--- src/hdl/bmp_pkg.sv ---
// ----------------------------------------------------------------------------
// bmp_pkg: shared types, constants and size helpers
// Geometry record, register indexes and effective-size functions for the
// block mean pixelizer.
// ----------------------------------------------------------------------------
`default_nettype none

package bmp_pkg;

    // defaults for the top-level parameters
    localparam int MAX_WIDTH_DEF = 4096;
    localparam int MAX_BLOCK_DEF = 64;

    // fixed field widths
    localparam int GEO_W    = 13;   // plane size registers
    localparam int BLK_W    = 7;    // block size registers
    localparam int PIX_W    = 8;    // sample width
    localparam int IDX_W    = 12;   // block index outputs
    localparam int PY_W     = 12;   // line counter, plane height is capped at 4096
    localparam int CFG_IDX_W = 3;
    localparam int CFG_DAT_W = 13;

    localparam logic [15:0] EVEN_MASK    = 16'hFFFE;
    localparam logic [13:0] HEIGHT_LIMIT = 14'd4096;

    // register indexes
    typedef enum logic [CFG_IDX_W-1:0] {
        CFG_LUMA_WIDTH   = 3'd0,
        CFG_LUMA_HEIGHT  = 3'd1,
        CFG_BLOCK_WIDTH  = 3'd2,
        CFG_BLOCK_HEIGHT = 3'd3,
        CFG_PLANE_CHROMA = 3'd4
    } t_cfg_idx;

    // effective plane and block sizes
    typedef struct packed {
        logic [GEO_W-1:0] w;
        logic [GEO_W-1:0] h;
        logic [BLK_W-1:0] bw;
        logic [BLK_W-1:0] bh;
    } t_geom;

    // plane size: halved for chroma, at least 1, at most limit
    function automatic logic [GEO_W-1:0] f_plane_size(
        input logic [GEO_W-1:0] luma,
        input logic             chroma,
        input logic [GEO_W:0]   limit
    );
        logic [GEO_W-1:0] s;
        s = chroma ? {1'b0, luma[GEO_W-1:1]} : luma;
        if (s == '0) s = GEO_W'(1);
        if ({1'b0, s} > limit) s = limit[GEO_W-1:0];
        return s;
    endfunction

    // block size: forced even, halved for chroma, at least 1, at most limit
    function automatic logic [BLK_W-1:0] f_block_size(
        input logic [BLK_W-1:0] req,
        input logic             chroma,
        input logic [8:0]       limit
    );
        logic [BLK_W-1:0] b;
        b = req & EVEN_MASK[BLK_W-1:0];
        if (chroma) b = {1'b0, b[BLK_W-1:1]};
        if (b == '0) b = BLK_W'(1);
        if (9'(b) > limit) b = limit[BLK_W-1:0];
        return b;
    endfunction

endpackage

`default_nettype wire

--- src/hdl/bmp_div.sv ---
// ----------------------------------------------------------------------------
// bmp_div: rounding mean divider and output register
// Adds half the count, then finds the 8-bit quotient one bit per cycle by
// restoring division. The result sits in an output register so the next
// division can run while it waits.
// ----------------------------------------------------------------------------
`default_nettype none

module bmp_div
    import bmp_pkg::*;
#(
    parameter int MAX_BLOCK = MAX_BLOCK_DEF
) (
    input  wire logic                    i_clk,
    input  wire logic                    i_rst_n,
    input  wire logic                    i_job_valid,
    input  wire logic [PIX_W+2*($clog2(MAX_BLOCK)+1)-1:0] i_job_sum,
    input  wire logic [2*($clog2(MAX_BLOCK)+1)-1:0]       i_job_cnt,
    input  wire logic [IDX_W-1:0]        i_job_col,
    input  wire logic [IDX_W-1:0]        i_job_row,
    input  wire logic                    i_job_last,
    output logic                         o_idle,
    output logic                         o_valid,
    input  wire logic                    i_stall,
    output logic [PIX_W-1:0]             o_block_mean,
    output logic [IDX_W-1:0]             o_block_column,
    output logic [IDX_W-1:0]             o_block_row,
    output logic                         o_frame_done
);

    localparam int CNT_W  = 2 * ($clog2(MAX_BLOCK) + 1);
    localparam int SUM_W  = PIX_W + CNT_W;
    localparam int REM_W  = SUM_W + 1;
    localparam int STEP_W = $clog2(PIX_W);

    typedef enum logic [1:0] {
        ST_IDLE,
        ST_ROUND,
        ST_RUN,
        ST_DONE
    } t_state;

    t_state            r_state;
    logic [REM_W-1:0]  r_rem;
    logic [REM_W-1:0]  r_dsh;
    logic [CNT_W-1:0]  r_den;
    logic [PIX_W-1:0]  r_q;
    logic [STEP_W-1:0] r_step;
    logic [IDX_W-1:0]  r_col;
    logic [IDX_W-1:0]  r_row;
    logic              r_last;
    logic              r_out_valid;
    logic [PIX_W-1:0]  r_out_mean;
    logic [IDX_W-1:0]  r_out_col;
    logic [IDX_W-1:0]  r_out_row;
    logic              r_out_last;
    logic              q_bit;
    logic              out_free;

    assign q_bit    = r_rem >= r_dsh;
    assign out_free = !r_out_valid || !i_stall;

    // sequencer, datapath and output register
    always_ff @(posedge i_clk) begin
        if (!i_rst_n) begin
            r_state     <= ST_IDLE;
            r_out_valid <= 1'b0;
        end else begin
            // filled from the done state, held while stalled
            r_out_valid <= ((r_state == ST_DONE) && out_free) || (r_out_valid && i_stall);
            unique case (r_state)
                ST_IDLE: begin
                    if (i_job_valid) begin
                        r_rem   <= REM_W'(i_job_sum);
                        r_den   <= i_job_cnt;
                        r_col   <= i_job_col;
                        r_row   <= i_job_row;
                        r_last  <= i_job_last;
                        r_state <= ST_ROUND;
                    end
                end
                ST_ROUND: begin
                    // round half up, and line the divisor up with the top bit
                    r_rem   <= r_rem + REM_W'(r_den >> 1);
                    r_dsh   <= REM_W'(r_den) << (PIX_W - 1);
                    r_step  <= STEP_W'(PIX_W - 1);
                    r_q     <= '0;
                    r_state <= ST_RUN;
                end
                ST_RUN: begin
                    if (q_bit) r_rem <= r_rem - r_dsh;
                    r_q   <= {r_q[PIX_W-2:0], q_bit};
                    r_dsh <= r_dsh >> 1;
                    r_step <= r_step - STEP_W'(1);
                    if (r_step == '0) r_state <= ST_DONE;
                end
                ST_DONE: begin
                    if (out_free) begin
                        r_out_mean  <= r_q;
                        r_out_col   <= r_col;
                        r_out_row   <= r_row;
                        r_out_last  <= r_last;
                        r_state     <= ST_IDLE;
                    end
                end
                default: r_state <= ST_IDLE;
            endcase
        end
    end

    assign o_idle         = (r_state == ST_IDLE);
    assign o_valid        = r_out_valid;
    assign o_block_mean   = r_out_mean;
    assign o_block_column = r_out_col;
    assign o_block_row    = r_out_row;
    assign o_frame_done   = r_out_last;

endmodule

`default_nettype wire

--- config.mk ---
export PLATFORM = sky130hd
export DESIGN_NAME = bmp_div
export DESIGN_NICKNAME = d
export VERILOG_FILES = /design/src/hdl/bmp_pkg.sv /design/src/hdl/bmp_div.sv
export SDC_FILE = /design/constraint.sdc
export NUM_CORES = 1
export LEC_CHECK = 0
export BUFFER_PORTS_ARGS = -buffer_cell sky130_fd_sc_hd__buf_2
export CAP_MARGIN = 20
export CORE_MARGIN = 3
export CORE_UTILIZATION = 48
export DETAILED_ROUTE_END_ITERATION = 16
export MAX_ROUTING_LAYER = met4
export PLACE_DENSITY = 0.69
export SYNTH_ARGS = -nofsm -noshare
export SYNTH_HDL_FRONTEND = slang
export SYNTH_SLANG_ARGS = --single-unit
--- constraint.sdc ---
create_clock -name i_clk -period 5.6 [get_ports i_clk]
set_input_delay 0.28 -clock i_clk [delete_from_list [all_inputs] [get_ports i_clk]]
set_output_delay 0.28 -clock i_clk [all_outputs]
set_load 0.03 [all_outputs]
==> flow_summary.json <==
{
  "status": "finished clean",
  "tightest_slew_ns": 1.02,
  "antenna_found_initial": 0,
  "cts.clk_slew.worst_paths_ns": 0.06,
  "cts.repair.resized": 0,
  "reg2reg_from": "r_rem[1]",
  "antenna_left": 0,
  "irDropWorstVdd_v": 0.000279,
  "clock_sinks": 130,
  "cts-htree-levels": 4,
  "r2r-end": "r_rem[7]",
  "start_util": 0.496,
  "dieWidth_um": 124,
  "synth_area_leader_cell": "edfxtp_1",
  "synth_edf_count": 127,
  "ys_seq_area_frac": 0.583,
  "rrSetupSlack_ns": 2.42,
  "dp_hpwl_um": 10600,
  "synth-seq-cells": 130,
  "ios": 100,
  "cts-root-buf": "clkbuf_16",
  "cts_hold_buf": 0,
  "cp_max_fo": 23,
  "cts_tree": "done",
  "ys_top_cells_by_area": "edfxtp_1 (57%), ha_1 (7.5%), xnor2_1 (2.6%)",
  "yosys.area_share.simple": 0.104,
  "drv_slew": 0,
  "fin_nets": 747,
  "synth_xor_area_frac": 0.0514,
  "finalNonFillerCells": 829,
  "min_period_ns": 3.18,
  "maxSlewHeadroom": 0.320,
  "post_cts_buffers": 0,
  "wire_per_inst_um": 17.6,
  "hold_start": "i_job_row[6]",
  "synth_warnings": 0,
  "grt_pass1_wl_um": 23000,
  "firstDrtPassIters": 4,
  "synth_top_area_share": 0.574,
  "fin_skew_ns": 0.0104,
  "met1_usage": 0.266,
  "crit_cells": 10,
  "overflow": 0,
  "synth_fa_ha_area_frac": 0.0813,
  "rsz0062_at_grt": "false",
  "crit_arrival_ns": 3.25,
  "cp.buffers_inverters": 1,
  "fin_total_pwr_mw": 4.76,
  "rows": 42,
  "p_per_area_mw_per_mm2": 597,
  "drt_iter0_markers": 300,
  "num-fill-cells": 1078,
  "clock_latency_ns": 0.41,
  "io_buffers": 99,
  "dp.cells": 797,
  "critical_path.startpoint": "r_rem[1]",
  "holdWs_ns": 0.0391,
  "wirelength_um": 14600,
  "drt-vias-per-instance": 5.49,
  "die-area_mm2": 0.0153,
  "grt_use_met3": 0.0422,
  "holdCritPathClass": "in2reg",
  "grt.met2_usage": 0.311,
  "syn_inst": 531,
  "drive_gt1_frac": 0.259,
  "ys_async_sr_fraction": 0,
  "timing.fmax_mhz": 315,
  "cp_top_family": "compound AO/OA/AOI/OAI gates",
  "endpoint": "r_rem[7]",
  "yosysMostFrequentCell": "edfxtp_1",
  "grt_busiest_layer": "met2",
  "max_stage_delay_ns": 0.47,
  "cts_buffer_depth": 2,
  "end_kind": "flop",
  "grt_max_degree": 41,
  "grt_pass1_vias": 4612,
  "syn2layout_area_growth_pct": 20.0,
  "coreArea_mm2": 0.0134,
  "worst_path_max_delay_cell": "edfxtp_1",
  "synth_commonest_cells": "edfxtp_1 (127), nor2_1 (44), ha_1 (40)",
  "numCtsBuffers": 17,
  "synth_compound_area_frac": 0.127,
  "n_antenna_cell": 0,
  "crit_path_start_kind": "flop",
  "avgSynthCellArea_um2": 12.5,
  "path_cells": "ha_1 > nor2b_1 > o21ai_1 > o21ai_2 > and3_1 > o2111ai_1 > a21oi_2 > a31oi_1 > a2111oi_4 > buf_4",
  "finish.utilization": 0.596,
  "hold_viol": 0,
  "route.vias.total": 4555,
  "track_usage": 0.203,
  "cap_violations": 0,
  "synth_top_family_by_area": "compound AO/OA/AOI/OAI gates",
  "reg2reg_depth": 10,
  "syn_area_mm2": 0.00665,
  "synth_cell_types": 63,
  "final.period_utilization": 0.567,
  "die_h_um": 124,
  "synth_mux_area_frac": 0.0265,
  "setup_viol": 0,
  "place_congestion": 0.940,
  "fin_setup_tns_ns": 0,
  "syn_nets": 638,
  "crit_type": "reg2reg",
  "synth_ff_type": "edfxtp_1",
  "cp_data_required_time_ns": 5.67,
  "drc_errors": 0,
  "p_leak_nw": 3.23
}
## stage by stage
| step | setup WS, ns | cell area, um2 |
|---|---|---|
| final | 2.42 | 7980 |
| after global routing | 2.21 | 7980 |
| after CTS | 2.46 | 7980 |
| after detailed placement | 2.48 | 7370 |
| after global placement | 2.54 | 7370 |
| after floorplan | 1.78 | 6650 |
## report_power, final
group	switching (mW)	total, mW	internal, mW	leakage [nW]
Sequential	0.141	1.53	1.39	1.20
Combinational	1.26	2.10	0.842	1.73
Clock	0.405	1.13	0.725	0.297
Total	1.81	4.76	2.96	3.23
## cell families (layout without fill, tap and decap cells)
kind of cell             count (synthesis)  count (layout)
AND/OR/NAND/NOR                        140             140
AO/OA/AOI/OAI                          115             115
flip-flops                             130             130
adder cells (fa/ha/maj)                 42              42
buffers and inverters                   49             171
multiplexers                            16              16
XOR/XNOR                                39              39
## state kept, by name (all words and copies together), names as in the netlist
signal          flops
r_rem              23
r_dsh              21
r_den              14
o_block_column     12
o_block_row        12
r_col              12
r_row              12
o_block_mean        8
r_q                 8
r_step              3
r_state             2
o_frame_done        1
o_valid             1
r_last              1
## metal layers
layer / up-vias / share of wire
li1: 2193 / -
met1: 2208 / 0.46
met2: 128 / 0.48
met3: 26 / 0.042
met4: 0 / 0.021
met5: - / 0
## area by class of cell
cell class | count | area [um2] | area share
clock buffer | 20 | 457 | 0.0572
inverter | 37 | 139 | 0.0174
multi-input combinational | 352 | 2620 | 0.328
tap | 176 | 220 | 0.0276
timing repair buffer | 102 | 518 | 0.0649
sequential | 130 | 3870 | 0.485
clock inverter | 12 | 155 | 0.0194
## worst min-delay path by stage
| stage | end | slack (ns) | cells after the start |
|---|---|---|---|
| floorplan | r_col[0] | 0.38 | 0 |
| global placement | o_block_column[8] | 0.40 | 0 |
| detailed placement | o_block_column[10] | 0.40 | 0 |
| CTS | r_row[11] | 0.02 | 1 |
| global route | r_row[9] | 0.02 | 1 |
| finish | r_row[6] | 0.04 | 1 |
## cells in the final DEF (no fill, tap or decap), types with 13 or more instances in the layout
master     Yosys  final
a21o_1        13     13
a21oi_1       26     25
and2_1        15     15
buf_2          0     99
clkbuf_16      0     17
edfxtp_1     127    127
ha_1          40     40
inv_1         37     37
mux2_2        13     13
nand2_1       33     33
nor2_1        44     43
o21ai_0       14     14
xnor2_1       20     20
xor2_1        19     19
## worst register-to-register path, stage by stage, from the launching register on
cell and delay (ns):
edfxtp_1 0.47, ha_1 0.34, nor2b_1 0.15, o21ai_1 0.10, o21ai_2 0.21, and3_1 0.22
o2111ai_1 0.19, a21oi_2 0.23, a31oi_1 0.17, a2111oi_4 0.37, buf_4 0.39
(Power assumes the default switching activity.)
