`src/hdl/bmp_pkg.sv`:
```
// ----------------------------------------------------------------------------
// bmp_pkg: shared types, constants and size helpers
// Geometry record, register indexes and effective-size functions for the
// block mean pixelizer.
// ----------------------------------------------------------------------------
`default_nettype none

package bmp_pkg;

    // defaults for the top-level parameters
    localparam int MAX_WIDTH_DEF = 4096;
    localparam int MAX_BLOCK_DEF = 64;

    // fixed field widths
    localparam int GEO_W    = 13;   // plane size registers
    localparam int BLK_W    = 7;    // block size registers
    localparam int PIX_W    = 8;    // sample width
    localparam int IDX_W    = 12;   // block index outputs
    localparam int PY_W     = 12;   // line counter, plane height is capped at 4096
    localparam int CFG_IDX_W = 3;
    localparam int CFG_DAT_W = 13;

    localparam logic [15:0] EVEN_MASK    = 16'hFFFE;
    localparam logic [13:0] HEIGHT_LIMIT = 14'd4096;

    // register indexes
    typedef enum logic [CFG_IDX_W-1:0] {
        CFG_LUMA_WIDTH   = 3'd0,
        CFG_LUMA_HEIGHT  = 3'd1,
        CFG_BLOCK_WIDTH  = 3'd2,
        CFG_BLOCK_HEIGHT = 3'd3,
        CFG_PLANE_CHROMA = 3'd4
    } t_cfg_idx;

    // effective plane and block sizes
    typedef struct packed {
        logic [GEO_W-1:0] w;
        logic [GEO_W-1:0] h;
        logic [BLK_W-1:0] bw;
        logic [BLK_W-1:0] bh;
    } t_geom;

    // plane size: halved for chroma, at least 1, at most limit
    function automatic logic [GEO_W-1:0] f_plane_size(
        input logic [GEO_W-1:0] luma,
        input logic             chroma,
        input logic [GEO_W:0]   limit
    );
        logic [GEO_W-1:0] s;
        s = chroma ? {1'b0, luma[GEO_W-1:1]} : luma;
        if (s == '0) s = GEO_W'(1);
        if ({1'b0, s} > limit) s = limit[GEO_W-1:0];
        return s;
    endfunction

    // block size: forced even, halved for chroma, at least 1, at most limit
    function automatic logic [BLK_W-1:0] f_block_size(
        input logic [BLK_W-1:0] req,
        input logic             chroma,
        input logic [8:0]       limit
    );
        logic [BLK_W-1:0] b;
        b = req & EVEN_MASK[BLK_W-1:0];
        if (chroma) b = {1'b0, b[BLK_W-1:1]};
        if (b == '0) b = BLK_W'(1);
        if (9'(b) > limit) b = limit[BLK_W-1:0];
        return b;
    endfunction

endpackage

`default_nettype wire

```
`src/hdl/bmp_cfg.sv`:
```
// ----------------------------------------------------------------------------
// bmp_cfg: configuration registers
// Holds the four size registers and the chroma flag, derives the effective
// geometry and flags a plane restart on every write to a known register.
// ----------------------------------------------------------------------------
`default_nettype none

module bmp_cfg
    import bmp_pkg::*;
#(
    parameter int MAX_WIDTH = MAX_WIDTH_DEF,
    parameter int MAX_BLOCK = MAX_BLOCK_DEF
) (
    input  wire logic                 i_clk,
    input  wire logic                 i_rst_n,
    input  wire logic                 i_cfg_wr_en,
    input  wire logic [CFG_IDX_W-1:0] i_cfg_index,
    input  wire logic [CFG_DAT_W-1:0] i_cfg_data,
    output t_geom                     o_geom,
    output logic                      o_restart
);

    localparam logic [GEO_W:0] WIDTH_LIMIT = (GEO_W+1)'(MAX_WIDTH);
    localparam logic [8:0]     BLOCK_LIMIT = 9'(MAX_BLOCK);

    logic [GEO_W-1:0] r_luma_w;
    logic [GEO_W-1:0] r_luma_h;
    logic [BLK_W-1:0] r_blk_w;
    logic [BLK_W-1:0] r_blk_h;
    logic             r_chroma;
    logic             n_known;

    // decode of the register index
    always_comb begin
        unique case (t_cfg_idx'(i_cfg_index))
            CFG_LUMA_WIDTH, CFG_LUMA_HEIGHT, CFG_BLOCK_WIDTH,
            CFG_BLOCK_HEIGHT, CFG_PLANE_CHROMA: n_known = 1'b1;
            default:                             n_known = 1'b0;
        endcase
    end

    // register file
    always_ff @(posedge i_clk) begin
        if (!i_rst_n) begin
            r_luma_w <= GEO_W'(1920);
            r_luma_h <= GEO_W'(1080);
            r_blk_w  <= BLK_W'(2);
            r_blk_h  <= BLK_W'(2);
            r_chroma <= 1'b0;
        end else if (i_cfg_wr_en) begin
            unique case (t_cfg_idx'(i_cfg_index))
                CFG_LUMA_WIDTH:   r_luma_w <= i_cfg_data[GEO_W-1:0];
                CFG_LUMA_HEIGHT:  r_luma_h <= i_cfg_data[GEO_W-1:0];
                CFG_BLOCK_WIDTH:  r_blk_w  <= i_cfg_data[BLK_W-1:0];
                CFG_BLOCK_HEIGHT: r_blk_h  <= i_cfg_data[BLK_W-1:0];
                CFG_PLANE_CHROMA: r_chroma <= i_cfg_data[0];
                default: ;
            endcase
        end
    end

    assign o_restart = i_cfg_wr_en && n_known;

    // effective geometry
    always_comb begin
        o_geom.w  = f_plane_size(r_luma_w, r_chroma, WIDTH_LIMIT);
        o_geom.h  = f_plane_size(r_luma_h, r_chroma, HEIGHT_LIMIT);
        o_geom.bw = f_block_size(r_blk_w, r_chroma, BLOCK_LIMIT);
        o_geom.bh = f_block_size(r_blk_h, r_chroma, BLOCK_LIMIT);
    end

endmodule

`default_nettype wire

```
`config.mk`:
```
export PLATFORM = sky130hd
export DESIGN_NAME = bmp_cfg
export DESIGN_NICKNAME = d
export VERILOG_FILES = /design/src/hdl/bmp_pkg.sv /design/src/hdl/bmp_cfg.sv
export SDC_FILE = /design/constraint.sdc
export NUM_CORES = 1
export LEC_CHECK = 0
export BUFFER_PORTS_ARGS = -buffer_cell sky130_fd_sc_hd__buf_2
export CORE_MARGIN = 2
export CORE_UTILIZATION = 40
export DETAILED_ROUTE_END_ITERATION = 10
export PLACE_DENSITY = 0.73
export SLEW_MARGIN = 40
export SYNTH_ARGS = -nofsm -noshare
export SYNTH_HDL_FRONTEND = slang
export SYNTH_SLANG_ARGS = --single-unit
```
`constraint.sdc`:
```
create_clock -name i_clk -period 1.2 [get_ports i_clk]
set_clock_uncertainty 0.2 [all_clocks]
set_input_delay 0.06 -clock i_clk [delete_from_list [all_inputs] [get_ports i_clk]]
set_output_delay 0.06 -clock i_clk [all_outputs]
set_load 0.01 [all_outputs]
```
==> report_table.html <==
<table>
<tr><th>Metric</th><th>Value</th></tr>
<tr><th colspan="2">Timing</th></tr>
<tr><td>Relative max-transition margin</td><td>75.2%</td></tr>
<tr><td>Number of hold-slack violations in the final timing report</td><td>0</td></tr>
<tr><td>Worst setup margin</td><td>-0.652 ns</td></tr>
<tr><td>Worst-Margin Slew</td><td>0.367 ns</td></tr>
<tr><td>Final Max Tran Viols</td><td>0</td></tr>
<tr><td>Final setup TNS</td><td>-17.99 ns</td></tr>
<tr><td>Max Fclk</td><td>0.540 GHz</td></tr>
<tr><td>Min Tclk post-route</td><td>1.85 ns</td></tr>
<tr><td>RSZ-0062 raised after global routing</td><td>yes</td></tr>
<tr><td>Hold Worst Slack</td><td>0.0893 ns</td></tr>
<tr><td>Part of the cycle the worst path needs</td><td>154%</td></tr>
<tr><td>Final setup violation count</td><td>41</td></tr>
<tr><th colspan="2">Worst setup path</th></tr>
<tr><td>Worst-case reg-to-reg path depth</td><td>5</td></tr>
<tr><td>Critical path data required time</td><td>0.94 ns</td></tr>
<tr><td>Worst reg2reg path endpoint</td><td>r_chroma</td></tr>
<tr><td>Setup slack of the worst register-to-register path</td><td>0 ns</td></tr>
<tr><td>Maximum fanout encountered on the critical timing path</td><td>5</td></tr>
<tr><td>Top Family by Delay on Critical Path</td><td>simple AND/OR/NAND/NOR gates</td></tr>
<tr><td>CP Class</td><td>reg -&gt; out</td></tr>
<tr><td>Critical R2R Launch</td><td>r_chroma</td></tr>
<tr><td>Sequence of cells on the critical path</td><td>nor4_4, buf_4, a41oi_4, nor2_2, buf_2</td></tr>
<tr><td>Type of origin of the critical path</td><td>flop</td></tr>
<tr><td>Slowest-stage cell, CP</td><td>sky130_fd_sc_hd__dfxtp_2</td></tr>
<tr><td>Slowest cell delay on critical path</td><td>0.35 ns</td></tr>
<tr><td>Worst path arrival time</td><td>1.59 ns</td></tr>
<tr><td>Crit end category</td><td>output port</td></tr>
<tr><td>Crit. Startpoint</td><td>r_luma_w[11]</td></tr>
<tr><td>Count of buffer and inverter cells on the critical path</td><td>2</td></tr>
<tr><th colspan="2">Clock network</th></tr>
<tr><td>Max H-tree Level</td><td>2</td></tr>
<tr><td>Number of buffers inserted during clock tree synthesis</td><td>5</td></tr>
<tr><td>Worst-skew pair later-pin latency</td><td>0.30 ns</td></tr>
<tr><td>Worst-path clk slew</td><td>0.07 ns</td></tr>
<tr><td>Root Driver</td><td>sky130_fd_sc_hd__clkbuf_8</td></tr>
<tr><td>Number of sinks handled by clock tree synthesis</td><td>39</td></tr>
<tr><td>TritonCTS clock tree</td><td>done</td></tr>
<tr><td>Bufs on Longest Clock Path</td><td>2</td></tr>
<tr><th colspan="2">Logic synthesis</th></tr>
<tr><td>Most frequent cells after synthesis</td><td>sky130_fd_sc_hd__nand2_1 (86), sky130_fd_sc_hd__dfxtp_1 (39), sky130_fd_sc_hd__mux2i_1 (22)</td></tr>
<tr><td>Count of different cell masters after synthesis</td><td>30</td></tr>
<tr><td>Post-synthesis cell type with the largest combined area</td><td>sky130_fd_sc_hd__dfxtp_1</td></tr>
<tr><td>Count of flip-flops with a built-in enable after synthesis</td><td>0</td></tr>
<tr><td>Library cell with the highest instance count after synthesis</td><td>sky130_fd_sc_hd__nand2_1</td></tr>
<tr><td>Area share of the largest cell type after synthesis</td><td>36.3%</td></tr>
<tr><td>Warnings, synthesis</td><td>0</td></tr>
<tr><td>Total nets after synthesis</td><td>301</td></tr>
<tr><td>Number of flip-flops and latches in the synthesized netlist</td><td>39</td></tr>
<tr><td>Most used DFF post-synth</td><td>sky130_fd_sc_hd__dfxtp_1</td></tr>
<tr><td>Synthesized instance count</td><td>282</td></tr>
<tr><td>Synth Area per Inst</td><td>7.64 um^2</td></tr>
<tr><td>Post-Syn Area</td><td>2150 um^2</td></tr>
<tr><td>Sequential-to-total area share from yosys stat</td><td>36.3%</td></tr>
<tr><td>Dominant cells by area after synthesis</td><td>sky130_fd_sc_hd__dfxtp_1 (36%), sky130_fd_sc_hd__nand2_1 (15%), sky130_fd_sc_hd__mux2i_1 (10%), sky130_fd_sc_hd__nand2b_1 (4.9%), sky130_fd_sc_hd__nor2b_1 (4.4%)</td></tr>
<tr><td>Share of async-settable or async-resettable flops after synthesis</td><td>0%</td></tr>
<tr><th colspan="2">Layout</th></tr>
<tr><td>Utilization after layout</td><td>78.6%</td></tr>
<tr><td>Net total in the final layout</td><td>438</td></tr>
<tr><td>Synth-to-layout area growth</td><td>87.6%</td></tr>
<tr><td>Number of antenna repair diodes</td><td>0</td></tr>
<tr><td>Number of fillers in the final layout</td><td>337</td></tr>
<tr><td>Proportion of layout cells with a drive suffix above 1</td><td>55.7%</td></tr>
<tr><td>Multi-input gate area</td><td>1810 um^2</td></tr>
<tr><td>Number of standard cells in the layout, taps in and fillers out</td><td>490</td></tr>
<tr><td>Sequential cell area in the final layout</td><td>796 um^2</td></tr>
<tr><th colspan="2">Run status</th></tr>
<tr><td>Failing checks</td><td>setup timing</td></tr>
<tr><td>Run status</td><td>complete, but fails checks</td></tr>
<tr><th colspan="2">Global route</th></tr>
<tr><td>Largest net degree at the start of global routing</td><td>16</td></tr>
<tr><td>Wire length of the first global-routing pass</td><td>12,300 um</td></tr>
<tr><td>Antenna violations before repair</td><td>0</td></tr>
<tr><td>Combined global-route utilization of all metal layers</td><td>25.5%</td></tr>
<tr><td>Number of global-route vias before repair</td><td>2,594</td></tr>
<tr><td>Sum of overflow across all layers after global routing</td><td>0</td></tr>
<tr><th colspan="2">Worst hold path</th></tr>
<tr><td>Origin of the worst min-delay path</td><td>i_cfg_index[1]</td></tr>
<tr><td>Endpoint of the worst hold-timing path</td><td>r_luma_w[3]</td></tr>
<tr><td>Instance count along the most critical hold path</td><td>5</td></tr>
<tr><td>Hold WC Path Type</td><td>in -&gt; reg</td></tr>
<tr><th colspan="2">Floorplanning</th></tr>
<tr><td>Die X-Extent</td><td>77.4 um</td></tr>
<tr><td>Placement Rows</td><td>26</td></tr>
<tr><td>DIE AREA</td><td>5990 um^2</td></tr>
<tr><td>Initial Utilization</td><td>41.9%</td></tr>
<tr><td>Std-Cell Core Area</td><td>5140 um^2</td></tr>
<tr><td>Number of placed I/O pins</td><td>60</td></tr>
<tr><td>Chip Height</td><td>77.4 um</td></tr>
<tr><th colspan="2">Power</th></tr>
<tr><td>VDD IR-drop max</td><td>0.594 mV</td></tr>
<tr><td>Sw power</td><td>807 uW</td></tr>
<tr><td>Sequential power share</td><td>43.5%</td></tr>
<tr><td>Switching Share</td><td>25.8%</td></tr>
<tr><td>Static leakage</td><td>1.87 nW</td></tr>
<tr><td>Total power after layout</td><td>3.13 mW</td></tr>
<tr><td>Cell-internal power</td><td>2.32 mW</td></tr>
<tr><td>Power density over the cells</td><td>775 nW/um^2</td></tr>
<tr><td>Part of the total power dissipated in the clock network</td><td>37.0%</td></tr>
<tr><td>Logic gate share of total power</td><td>19.5%</td></tr>
<tr><th colspan="2">Placed design</th></tr>
<tr><td>Hpwl dp</td><td>4670 um</td></tr>
<tr><td>Port Buf Inserts</td><td>59</td></tr>
<tr><td>Number of placed instances, taps included</td><td>448</td></tr>
<tr><td>RD Place Congestion</td><td>0.814</td></tr>
<tr><th colspan="2">Routing</th></tr>
<tr><td>DRC errors left</td><td>0</td></tr>
<tr><td>Via Count</td><td>2,592</td></tr>
<tr><td>ANT nets after route</td><td>0</td></tr>
<tr><td>Final WL</td><td>8220 um</td></tr>
<tr><td>Number of DRC violations after detailed-routing iteration 0</td><td>102</td></tr>
<tr><td>Detail-routed net length per standard cell</td><td>16.8 um</td></tr>
<tr><td>Initial DRT Pass Iterations</td><td>4</td></tr>
<tr><td>Ratio of routed vias to standard cells</td><td>5.29</td></tr>
<tr><th colspan="2">Job</th></tr>
<tr><td>Reported max-cap violation count</td><td>0</td></tr>
</table>
[power groups by stage]
stage               clock [mW]  combinational (mW)  sequential, mW
floorplan                    0               0.226            1.39
global placement             0               0.438            1.38
detailed placement           0               0.446            1.38
CTS                       1.15               0.566            1.35
global route              1.24               0.647            1.36
finish                    1.16               0.611            1.36
[routing by layer]
| metal | vias to the layer above | global-route usage (%) | wire [um] |
|---|---|---|---|
| met5 | - | 0 | 0 |
| met4 | 0 | 8.21 | 195 |
| met3 | 21 | 3.60 | 393 |
| met2 | 99 | 46.3 | 4200 |
| met1 | 1231 | 30.8 | 3430 |
| li1 | 1241 | - | - |
[cell families after synthesis]
family	share of synthesized area, %
and+or+nand+nor	35.2
AOI/OAI and AO/OA	14.6
DFF	36.3
muxes	10.2
buffers and inverters	3.66
[placed cells by master (no fill, tap or decap), types with 2 or more instances in the layout]
cell type,n
sky130_fd_sc_hd__nand3_1,9
sky130_fd_sc_hd__buf_8,3
sky130_fd_sc_hd__o21ai_2,16
sky130_fd_sc_hd__buf_6,13
sky130_fd_sc_hd__nor2_2,10
sky130_fd_sc_hd__a21boi_0,12
sky130_fd_sc_hd__buf_4,48
sky130_fd_sc_hd__nand2_2,7
sky130_fd_sc_hd__nor2b_4,2
sky130_fd_sc_hd__a41oi_4,2
sky130_fd_sc_hd__buf_2,55
sky130_fd_sc_hd__mux2i_1,22
sky130_fd_sc_hd__buf_12,8
sky130_fd_sc_hd__clkbuf_8,6
sky130_fd_sc_hd__dlygate4sd3_1,14
sky130_fd_sc_hd__nand2_4,13
sky130_fd_sc_hd__a22o_1,3
sky130_fd_sc_hd__a21boi_1,7
sky130_fd_sc_hd__nand4b_1,2
sky130_fd_sc_hd__dfxtp_1,29
sky130_fd_sc_hd__nor4bb_1,2
sky130_fd_sc_hd__nand2b_4,17
sky130_fd_sc_hd__nand2_1,66
sky130_fd_sc_hd__buf_16,2
sky130_fd_sc_hd__nor4_4,3
sky130_fd_sc_hd__nor2_4,3
sky130_fd_sc_hd__or4_4,2
sky130_fd_sc_hd__nor2b_1,13
sky130_fd_sc_hd__dfxtp_2,9
sky130_fd_sc_hd__o31ai_4,2
[state kept, by name (all words and copies together) (netlist names)]
signal and count:
r_blk_h 6, r_chroma 1, r_blk_w 6, r_luma_h 13
r_luma_w 13
[through the flow]
step	area [um^2]	setup slack [ns]
finish	4040	-0.652
global route	4040	-0.728
CTS	3860	-0.621
detailed placement	3080	-0.312
global placement	3080	-0.249
floorplan	2350	-0.147
[cell type report]
cell class	count	area share (%)
multi-input combinational	225	44.7
clock inverter	2	0.867
tap	70	2.17
timing repair buffer	146	30.3
clock buffer	6	2.04
inverter	2	0.186
sequential	39	19.7
[what timing repair did]
action,in CTS,in global routing
hold endpoints to repair,39,0
setup buffers,9,6
pin swaps,20,21
cloned,6,1
hold buffers,16,0
gates resized for setup,63,46
endpoints found under the setup margin,40,47
[worst register-to-register path, delay by kind of cell, from the launching register on]
| family | cells | cell delay (ns) |
|---|---|---|
| flops | 1 | 0.38 |
| buf+inv | 3 | 0.34 |
| mux | 1 | 0.12 |
| simple gates | 1 | 0.06 |
[worst max path at each step]
stage	endpoint	slack [ns]	cells after the start
detailed placement	o_geom[35]	-0.31	4
global placement	o_geom[30]	-0.25	4
global route	o_geom[35]	-0.73	5
floorplan	o_geom[7]	-0.15	2
CTS	o_geom[37]	-0.62	4
finish	o_geom[35]	-0.65	5
Note: power is estimated with default switching activity, not from simulation.
